File: src/rtl/awd_pkg.sv
`timescale 1ns / 1ps
package awd_pkg;

    localparam int CURVE_TABLE_BITS = 10;
    localparam int TAB_N            = 1 << CURVE_TABLE_BITS;
    localparam int IDX_W            = CURVE_TABLE_BITS + 1;
    // sine position fraction; the tanh fraction is shifted up to this width
    localparam int FRAC_W           = 30 - CURVE_TABLE_BITS;
    localparam int TANH_FRAC_W      = 26 - CURVE_TABLE_BITS;

    localparam int SMP_W     = 24;
    localparam int D_W       = 31;
    localparam int S_W       = 33;
    localparam int NUM_W     = 56;
    localparam int REM_W     = 56;
    localparam int Q_W       = 33;
    localparam int DIV_STEPS = Q_W;
    localparam int LOW_W     = 9;
    localparam int REST_W    = LOW_W + 24;
    localparam int O_W       = 41;

    localparam logic [28:0] PHASE_K = 29'd341782638;

    typedef enum logic [1:0] {
        MODE_PASS = 2'd0,
        MODE_TANH = 2'd1,
        MODE_SOFT = 2'd2,
        MODE_SINE = 2'd3
    } t_mode;

    typedef enum logic [1:0] {
        REG_SHAPE_MODE  = 2'd0,
        REG_INPUT_GAIN  = 2'd1,
        REG_OUTPUT_GAIN = 2'd2,
        REG_CLIP_COEF   = 2'd3
    } t_reg;

    typedef logic [SMP_W-1:0] t_tab [0:TAB_N];

    typedef struct packed {
        logic              valid;
        logic              neg;
        t_mode             mode;
        logic [S_W-1:0]    s;
        logic [REM_W-1:0]  rem;
        logic [REM_W-1:0]  den;
        logic [REST_W-1:0] rest;
        logic [Q_W-1:0]    q;
    } t_div;

    // restoring long division, used only while building the tables
    function automatic longint unsigned cdiv(longint unsigned a, longint unsigned b);
        logic [64:0]     rem;
        longint unsigned q;
        rem = '0;
        q   = '0;
        for (int i = 63; i >= 0; i--) begin
            rem = {rem[63:0], a[i]};
            if (rem >= {1'b0, b}) begin
                rem  = rem - {1'b0, b};
                q[i] = 1'b1;
            end
        end
        return q;
    endfunction

    function automatic t_tab tanh_table();
        t_tab              tab;
        longint unsigned   y;
        longint unsigned   term;
        longint unsigned   r;
        longint unsigned   p;
        longint unsigned   num;
        longint unsigned   den;
        longint            acc;
        y    = 64'd1 << (34 - CURVE_TABLE_BITS);
        term = 64'd1 << 30;
        acc  = 64'sd1 << 30;
        for (int n = 1; n <= 12; n++) begin
            term = cdiv((term * y) >> 30, 64'(n));
            if (n % 2 == 1) acc = acc - longint'(term);
            else acc = acc + longint'(term);
        end
        r = longint'(acc);
        p = 64'd1 << 30;
        for (int i = 0; i <= TAB_N; i++) begin
            num    = ((64'd1 << 30) - p) << 24;
            den    = ((64'd1 << 30) + p) * 64'd2;
            tab[i] = SMP_W'(cdiv(num + ((64'd1 << 30) + p), den));
            p      = (p * r + (64'd1 << 29)) >> 30;
            if (p > (64'd1 << 30)) p = 64'd1 << 30;
        end
        return tab;
    endfunction

    function automatic t_tab sine_table();
        t_tab              tab;
        longint unsigned   t;
        longint unsigned   t2;
        longint unsigned   term;
        longint            s;
        for (int i = 0; i <= TAB_N; i++) begin
            t    = (64'd1686629713 * longint'(i) + longint'(TAB_N >> 1)) >> CURVE_TABLE_BITS;
            t2   = (t * t) >> 30;
            s    = longint'(t);
            term = t;
            for (int n = 1; n <= 9; n++) begin
                term = cdiv((term * t2) >> 30, 64'((2 * n) * (2 * n + 1)));
                if (n % 2 == 1) s = s - longint'(term);
                else s = s + longint'(term);
            end
            if (s < 0) s = 0;
            tab[i] = SMP_W'((longint'(s) + 64'd64) >> 7);
        end
        return tab;
    endfunction

endpackage

File: src/rtl/awd_div_cell.sv
`timescale 1ns / 1ps
module awd_div_cell (
    input  logic          i_clk,
    input  logic          i_rst_n,
    input  logic          i_en,
    input  awd_pkg::t_div i_stage,
    output awd_pkg::t_div o_stage
);

    awd_pkg::t_div              r_stage;
    awd_pkg::t_div              n_stage;
    logic [awd_pkg::REM_W:0]    w_try;
    logic [awd_pkg::REM_W:0]    w_diff;
    logic                       w_take;

    // one restoring step: bring down the next dividend bit, subtract if it fits
    always_comb begin
        w_try   = {i_stage.rem, i_stage.rest[awd_pkg::REST_W-1]};
        w_diff  = w_try - {1'b0, i_stage.den};
        w_take  = (w_try >= {1'b0, i_stage.den});
        n_stage = i_stage;
        n_stage.rem  = w_take ? w_diff[awd_pkg::REM_W-1:0] : w_try[awd_pkg::REM_W-1:0];
        n_stage.rest = {i_stage.rest[awd_pkg::REST_W-2:0], 1'b0};
        n_stage.q    = {i_stage.q[awd_pkg::Q_W-2:0], w_take};
    end

    always_ff @(posedge i_clk) begin
        if (!i_rst_n) begin
            r_stage <= '0;
        end else if (i_en) begin
            r_stage <= n_stage;
        end
    end

    assign o_stage = r_stage;

endmodule

File: config.mk
export PLATFORM = sky130hd
export DESIGN_NAME = awd_div_cell
export DESIGN_NICKNAME = d
export VERILOG_FILES = /design/src/rtl/awd_pkg.sv /design/src/rtl/awd_div_cell.sv
export SDC_FILE = /design/constraint.sdc
export NUM_CORES = 1
export LEC_CHECK = 0
export ABC_CLOCK_PERIOD_IN_PS = 8200
export BUFFER_PORTS_ARGS = -buffer_cell sky130_fd_sc_hd__buf_2
export CAP_MARGIN = 30
export CORE_MARGIN = 4
export CORE_UTILIZATION = 45
export DETAILED_ROUTE_END_ITERATION = 10
export PLACE_DENSITY = 0.83
export SLEW_MARGIN = 10
export SYNTH_ARGS = -nofsm -noshare
export SYNTH_HDL_FRONTEND = slang
export SYNTH_SLANG_ARGS = --single-unit
File: constraint.sdc
create_clock -name i_clk -period 8.2 [get_ports i_clk]
set_input_delay 1.23 -clock i_clk [delete_from_list [all_inputs] [get_ports i_clk]]
set_output_delay 1.23 -clock i_clk [all_outputs]
set_load 0.01 [all_outputs]
==> results of run 1 <==
## power breakdown
group | leakage, uW | switching (uW) | internal (uW) | total [uW]
registers | 0.00177 | 35.1 | 1110 | 1150
logic | 0.00550 | 405 | 295 | 700
clock network | 0.000404 | 448 | 664 | 1110
## area by class of cell
cell class | instances | area, sq um | share of cell area, %
clock buffer | 31 | 657 | 4.46
inverter | 82 | 313 | 2.13
tap | 330 | 413 | 2.81
multi-input combinational | 973 | 6660 | 45.3
sequential | 214 | 4280 | 29.1
timing repair buffer | 438 | 2220 | 15.1
clock inverter | 13 | 161 | 1.10
antenna | 2 | 5.00 | 0.0340
## metrics by stage
stage                     setup slack [ns]  total power [uW]  area (sq um)  instances
after floorplan                       4.24              1620         11600       1356
after global placement                3.20              1840         13900       2037
after detailed placement              3.14              1860         13900       2037
after CTS                             3.70              2990         14700       2081
after global routing                  3.34              3110         14700       2082
final                                 3.64              2960         14700       2083
## cell families (layout without fill, tap and decap cells)
group / count (synthesis) / after routing / share of synthesized area, %
simple gates: 350 / 350 / 13.3
compound gates: 318 / 318 / 16.9
flops: 214 / 214 / 36.9
mux: 202 / 202 / 17.5
buf+inv: 169 / 564 / 5.87
fa+ha+maj: 57 / 57 / 6.20
xor+xnor: 45 / 45 / 3.39
other cells: 1 / 3 / 0.0323
## layout by cell type (no fill, tap or decap), types with 9 or more instances in the layout
cell type,n
o21bai_1,19
clkbuf_16,24
o21ai_0,89
nand3_1,24
mux2i_1,200
dfxtp_1,214
xnor2_1,35
nor2b_1,9
a21oi_1,112
a31oi_1,15
xor2_1,10
nor2_1,190
inv_1,81
nor3_1,9
nand4_1,20
buf_2,429
ha_1,56
a21o_1,19
nand2_1,58
and3_1,12
o211ai_1,12
## cell usage after synthesis, drive strengths merged (2+ instances only)
master	instances	area share, %
a2111oi	4	0.36
a211oi	4	0.26
a21boi	2	0.13
a21o	19	1.2
a21oi	114	5.0
a221oi	2	0.15
a31o	2	0.15
a31oi	15	0.81
and2	5	0.27
and3	12	0.65
buf	29	1.3
clkbuf	58	1.9
dfxtp	214	37
ha	56	6.0
inv	82	2.6
mux2	2	0.23
mux2i	200	17
nand2	58	1.9
nand2b	3	0.16
nand3	24	1.0
nand4	20	1.1
nor2	190	6.1
nor2b	9	0.48
nor3	9	0.39
nor3b	3	0.19
nor4	5	0.27
nor4b	2	0.15
o211ai	12	0.78
o21a	5	0.32
o21ai	91	4.0
o21bai	19	1.2
o22ai	3	0.16
o311a	2	0.17
o311ai	2	0.15
o31ai	7	0.50
o32a	3	0.26
or3	6	0.32
xnor2	35	2.6
xor2	10	0.75
## metal layers
layer / GRT usage, % / vias up / share of wire, %
met5: 0 / - / 0.064
met4: 7.20 / 4 / 3.0
met3: 5.56 / 86 / 7.7
met2: 44.8 / 482 / 51
met1: 28.7 / 5252 / 39
li1: - / 5539 / -
## worst reg2reg max path, delay by kind of cell, from the launching register on
| family | cells | cell delay, ns |
|---|---|---|
| buf+inv | 1 | 0.05 |
| compound gates | 2 | 0.37 |
| flops | 1 | 0.33 |
## worst max-delay path by stage
stage	from	to	slack, ns	cells after the start
after floorplan	i_stage[69]	o_stage[123]	4.24	13
after detailed placement	i_stage[87]	o_stage[166]	3.14	14
final	i_stage[87]	o_stage[166]	3.64	14
after CTS	i_stage[87]	o_stage[166]	3.70	14
after global placement	i_stage[87]	o_stage[166]	3.20	14
after global routing	i_stage[88]	o_stage[166]	3.34	14
==> flow_summary.json, run 1 <==
{
  "grt_antenna_before_repair": 3,
  "worstSetupStartpointType": "input pin",
  "drv_cap": 0,
  "holdCritPathClass": "reg2reg",
  "critical_path.top_delay_family": "compound AO/OA/AOI/OAI gates",
  "rrSetupSlack_ns": 7.36,
  "netlist_instances": 1356,
  "avgViaCountPerCell": 5.46,
  "ioPinCount": 433,
  "fillers": 2181,
  "worst_clock_skew_ns": 0,
  "clkTransAtPathRegs_ns": 0.06,
  "layout_min_cycle_time_ns": 4.56,
  "gp_congestion": 0.912,
  "netlist_area_sq_mm": 0.0116,
  "path_common_cell": "nand3_1",
  "fmax_ghz": 0.219,
  "powerDensity_mw_per_mm2": 201,
  "clock_path_buffers": 3,
  "area_growth_pct": 26.7,
  "required_ns": 8.64,
  "worstMarginPinSlew_ns": 0.957,
  "initial_utilization_pct": 46.0,
  "rows": 58,
  "worst-path-max-fanout": 36,
  "grt_first_pass_wirelength_um": 58500,
  "ys_ff_latch": 214,
  "drtIter0Drc": 753,
  "grtUsageTotal_pct": 24.6,
  "grt.overflow.total": 0,
  "slew_headroom_pct": 36.2,
  "synth_edf_count": 0,
  "post_cts.repair.setup_buffers": 0,
  "cts_hold_buf": 0,
  "slowest_delay_ns": 0.49,
  "clk_latency_ns": 0.52,
  "ant_nets": 0,
  "slew_violations": 0,
  "ys.flop_type": "dfxtp_1",
  "core_sq_mm": 0.0253,
  "io_buffers": 430,
  "status": "completed",
  "avgSynthCellArea_sq_um": 8.57,
  "die_y_um": 169,
  "drc": 0,
  "largest_reg_flops": 214,
  "r2r-end": "o_stage[166]",
  "drtPass1Iterations": 6,
  "cts-root-buf": "clkbuf_16",
  "grt_max_degree": 89,
  "syn-num-nets": 1631,
  "synth_cell_type_count": 70,
  "min_from": "o_stage[105]",
  "crit_path_cell_trace": "buf_2, inv_1, ha_1, nand3_1, nor4_1, a32oi_1, a21oi_1, o31ai_2, o41ai_4, a41oi_4, o21ai_4, buf_4, nand3_1, o31ai_1",
  "post-route-util_pct": 58.3,
  "wl_per_cell_um": 18.0,
  "cts_buffers": 24,
  "hold_ws_ns": 0.486,
  "drive_gt1_share_pct": 28.1,
  "worstHoldPathCells": 2,
  "dp_hpwl_um": 28500,
  "dieArea_sq_mm": 0.0285,
  "whs_endpoint": "o_stage[105]",
  "irDropWorstVdd_uv": 151,
  "setup_viol": 0,
  "reg2reg_from": "o_stage[166]",
  "clkSinkCount": 214,
  "critPathKind": "in2reg",
  "rsz0062_at_grt": "false",
  "die_width_um": 169,
  "leakagePower_uw": 0.00768,
  "synth_seq_area_share_pct": 36.9,
  "yosys_warnings": 0,
  "critical_path_buf_inv_count": 3,
  "finalCritPeriodShare_pct": 55.6,
  "htree_levels": 1,
  "setup_tns_ns": 0,
  "tritoncts": "built",
  "slowest_stage": "buf_4",
  "wirelength_um": 37500,
  "async_reset_ff_share_pct": 0,
  "cp-end-kind": "flip-flop",
  "cp.arrival_ns": 5.00,
  "fin_nets": 2008,
  "grt_pass1_vias": 11300,
  "hold_viol": 0,
  "vias": 11400,
  "reg2reg_depth": 3,
  "ctsResizeCount": 0
}
No activity file was read; power rests on OpenSTA's default activity.
==> run 2: changes to the inputs <==
--- a/config.mk
+++ b/config.mk
@@ -5,7 +5,7 @@
 export SDC_FILE = /design/constraint.sdc
 export NUM_CORES = 1
 export LEC_CHECK = 0
-export ABC_CLOCK_PERIOD_IN_PS = 8200
+export ABC_CLOCK_PERIOD_IN_PS = 4400
 export BUFFER_PORTS_ARGS = -buffer_cell sky130_fd_sc_hd__buf_2
 export CAP_MARGIN = 30
 export CORE_MARGIN = 4
==> constraint.sdc (replaced) <==
create_clock -name i_clk -period 4.4 [get_ports i_clk]
set_input_delay 0.66 -clock i_clk [delete_from_list [all_inputs] [get_ports i_clk]]
set_output_delay 0.66 -clock i_clk [all_outputs]
set_load 0.01 [all_outputs]
==> run 2 against run 1 <==
Non-clock buffer count is 8 higher. Worst setup slack worse by 2.8 ns. Routed wire length is 0.66% higher. Total power is 88% higher. Design area is 0.87% higher. Critical endpoint is now o_stage[122]. Cell count is 0.43% higher. First-iteration DRC count is 19% lower. Critical path depth stayed put. Largest power group unchanged. Highest routed layer unchanged. Clock power is 91% higher. Sequential power is 86% higher. Via count is 0.96% lower. Worst hold slack worse by 0.11 ns.
==> flow_summary.json, run 2 (synthesized netlist as in run 1, its figures left out) <==
{
  "slew_violations": 0,
  "crit_path_cell_trace": "buf_2, inv_1, ha_1, nand3_1, nor4_1, a32oi_1, a21oi_1, o31ai_2, o41ai_4, a41oi_4, o21ai_4, buf_4, mux2_2, o21ai_0",
  "ioPinCount": 433,
  "mostFrequentLayoutCell": "buf_2",
  "top_usage_layer": "met2",
  "setup_slack_ns": 0.869,
  "grt_max_degree": 134,
  "setup_tns_ns": 0,
  "ant_nets": 0,
  "drtIter0Drc": 610,
  "rows": 58,
  "tritoncts": "built",
  "critical_path_buf_inv_count": 3,
  "critPathKind": "in2reg",
  "die_width_um": 169,
  "initial_utilization_pct": 46.0,
  "layout_min_cycle_time_ns": 3.53,
  "area_growth_pct": 27.8,
  "worstSetupStartpointType": "input pin",
  "gp_congestion": 0.941,
  "clk_latency_ns": 0.51,
  "slew_headroom_pct": 50.2,
  "io_buffers": 430,
  "clock_path_buffers": 3,
  "irDropWorstVdd_uv": 283,
  "die_y_um": 169,
  "drtPass1Iterations": 5,
  "leakagePower_uw": 0.00774,
  "worstMarginPinSlew_ns": 0.739,
  "reg2reg_from": "o_stage[166]",
  "reg2reg_depth": 3,
  "use_met1_pct": 29.7,
  "dp_hpwl_um": 28800,
  "critical_path.top_delay_family": "compound AO/OA/AOI/OAI gates",
  "r2r-end": "o_stage[166]",
  "grtUsageTotal_pct": 25.1,
  "powerDensity_mw_per_mm2": 376,
  "slowest_delay_ns": 0.46,
  "required_ns": 4.84,
  "holdCritPathClass": "in2reg",
  "clkSinkCount": 214,
  "dieArea_sq_mm": 0.0285,
  "cts_hold_buf": 0,
  "worst_clock_skew_ns": 0,
  "clkTransAtPathRegs_ns": 0.06,
  "dpl_cell_area_sq_mm": 0.0140,
  "post_cts.repair.setup_buffers": 0,
  "largest_reg_flops": 214,
  "core_sq_mm": 0.0253,
  "htree_levels": 1,
  "worst-path-max-fanout": 26,
  "grtUsageMet2_pct": 45.3,
  "numPlacedInstances": 2044,
  "setup_viol": 0,
  "dp_slack_ns": 0.355,
  "wirelength_um": 37700,
  "final_cell_mix": "buf_2, dfxtp_1, mux2i_1, nor2_1, a21oi_1",
  "fmax_ghz": 0.283,
  "finalCritPeriodShare_pct": 80.3,
  "hold_ws_ns": 0.378,
  "cts-root-buf": "clkbuf_16",
  "wl_per_cell_um": 18.0,
  "ctsResizeCount": 0,
  "drv_cap": 0,
  "rrSetupSlack_ns": 3.56,
  "drive_gt1_share_pct": 28.5,
  "drc": 0,
  "grt.overflow.total": 0,
  "grt_antenna_before_repair": 8,
  "grt_first_pass_wirelength_um": 59300,
  "cp-end-kind": "flip-flop",
  "critPathLaunch": "i_stage[87]",
  "finalNonFillerCells": 2092,
  "fin_area_sq_mm": 0.0148,
  "grt_pass1_vias": 11500,
  "vias": 11300,
  "use_met3_pct": 5.70,
  "cp.arrival_ns": 3.97,
  "cts_buffers": 24,
  "slowest_stage": "ha_1",
  "endpoint": "o_stage[122]",
  "cp.depth": 14,
  "status": "completed",
  "hold_viol": 0,
  "rsz0062_at_grt": "false",
  "fin_nets": 2016,
  "avgViaCountPerCell": 5.38
}
run 2: changes by cell type in the layout (fill, tap and decap cells not counted):
cell,before,now
buf_12,0,2
buf_16,0,1
buf_4,8,13
clkbuf_1,4,3
clkbuf_16,24,25
clkbuf_8,3,4
clkinv_2,6,5
clkinv_8,1,0
clkinvlp_4,1,3
diode_2,2,3
inv_6,2,1
run 2: worst min path at each step:
stage	startpoint	endpoint	cells past startpoint	slack (ns)
after detailed placement	o_stage[122]	o_stage[122]	2	0.47
after CTS	i_stage[0]	o_stage[1]	3	0.36
after global placement	o_stage[16]	o_stage[16]	2	0.47
after global routing	i_stage[18]	o_stage[19]	3	0.38
after floorplan	o_stage[0]	o_stage[0]	2	0.50
final	i_stage[11]	o_stage[12]	3	0.38
run 2: per-stage QoR:
step	power, uW	utilization, %
after global routing	5850	58.8
after global placement	3450	55.3
after floorplan	3020	-
final	5570	58.8
after detailed placement	3480	55.3
after CTS	5610	58.6
run 2: final cells by class:
cell class	count	area, sq um
antenna	3	7.51
clock buffer	32	692
clock inverter	12	146
fill	2245	10400
inverter	82	313
multi-input combinational	973	6660
sequential	214	4280
tap	330	413
timing repair buffer	446	2330
run 2: routing by layer:
layer | up-vias | part of all wire, %
met4 | 8 | 2.9
li1 | 5530 | -
met1 | 5163 | 39
met2 | 456 | 50
met3 | 97 | 7.8
met5 | - | 0.095
run 2: where the power goes:
part / switching, uW / total, uW / internal (uW) / leakage, uW
clock: 835 / 2120 / 1280 / 0.000407
combinational: 756 / 1320 / 559 / 0.00556
sequential: 64.7 / 2140 / 2080 / 0.00177
run 2: worst min-delay path: stages:
cell and delay [ns]:
buf_2 0.07, mux2i_1 0.05, nor2_1 0.07
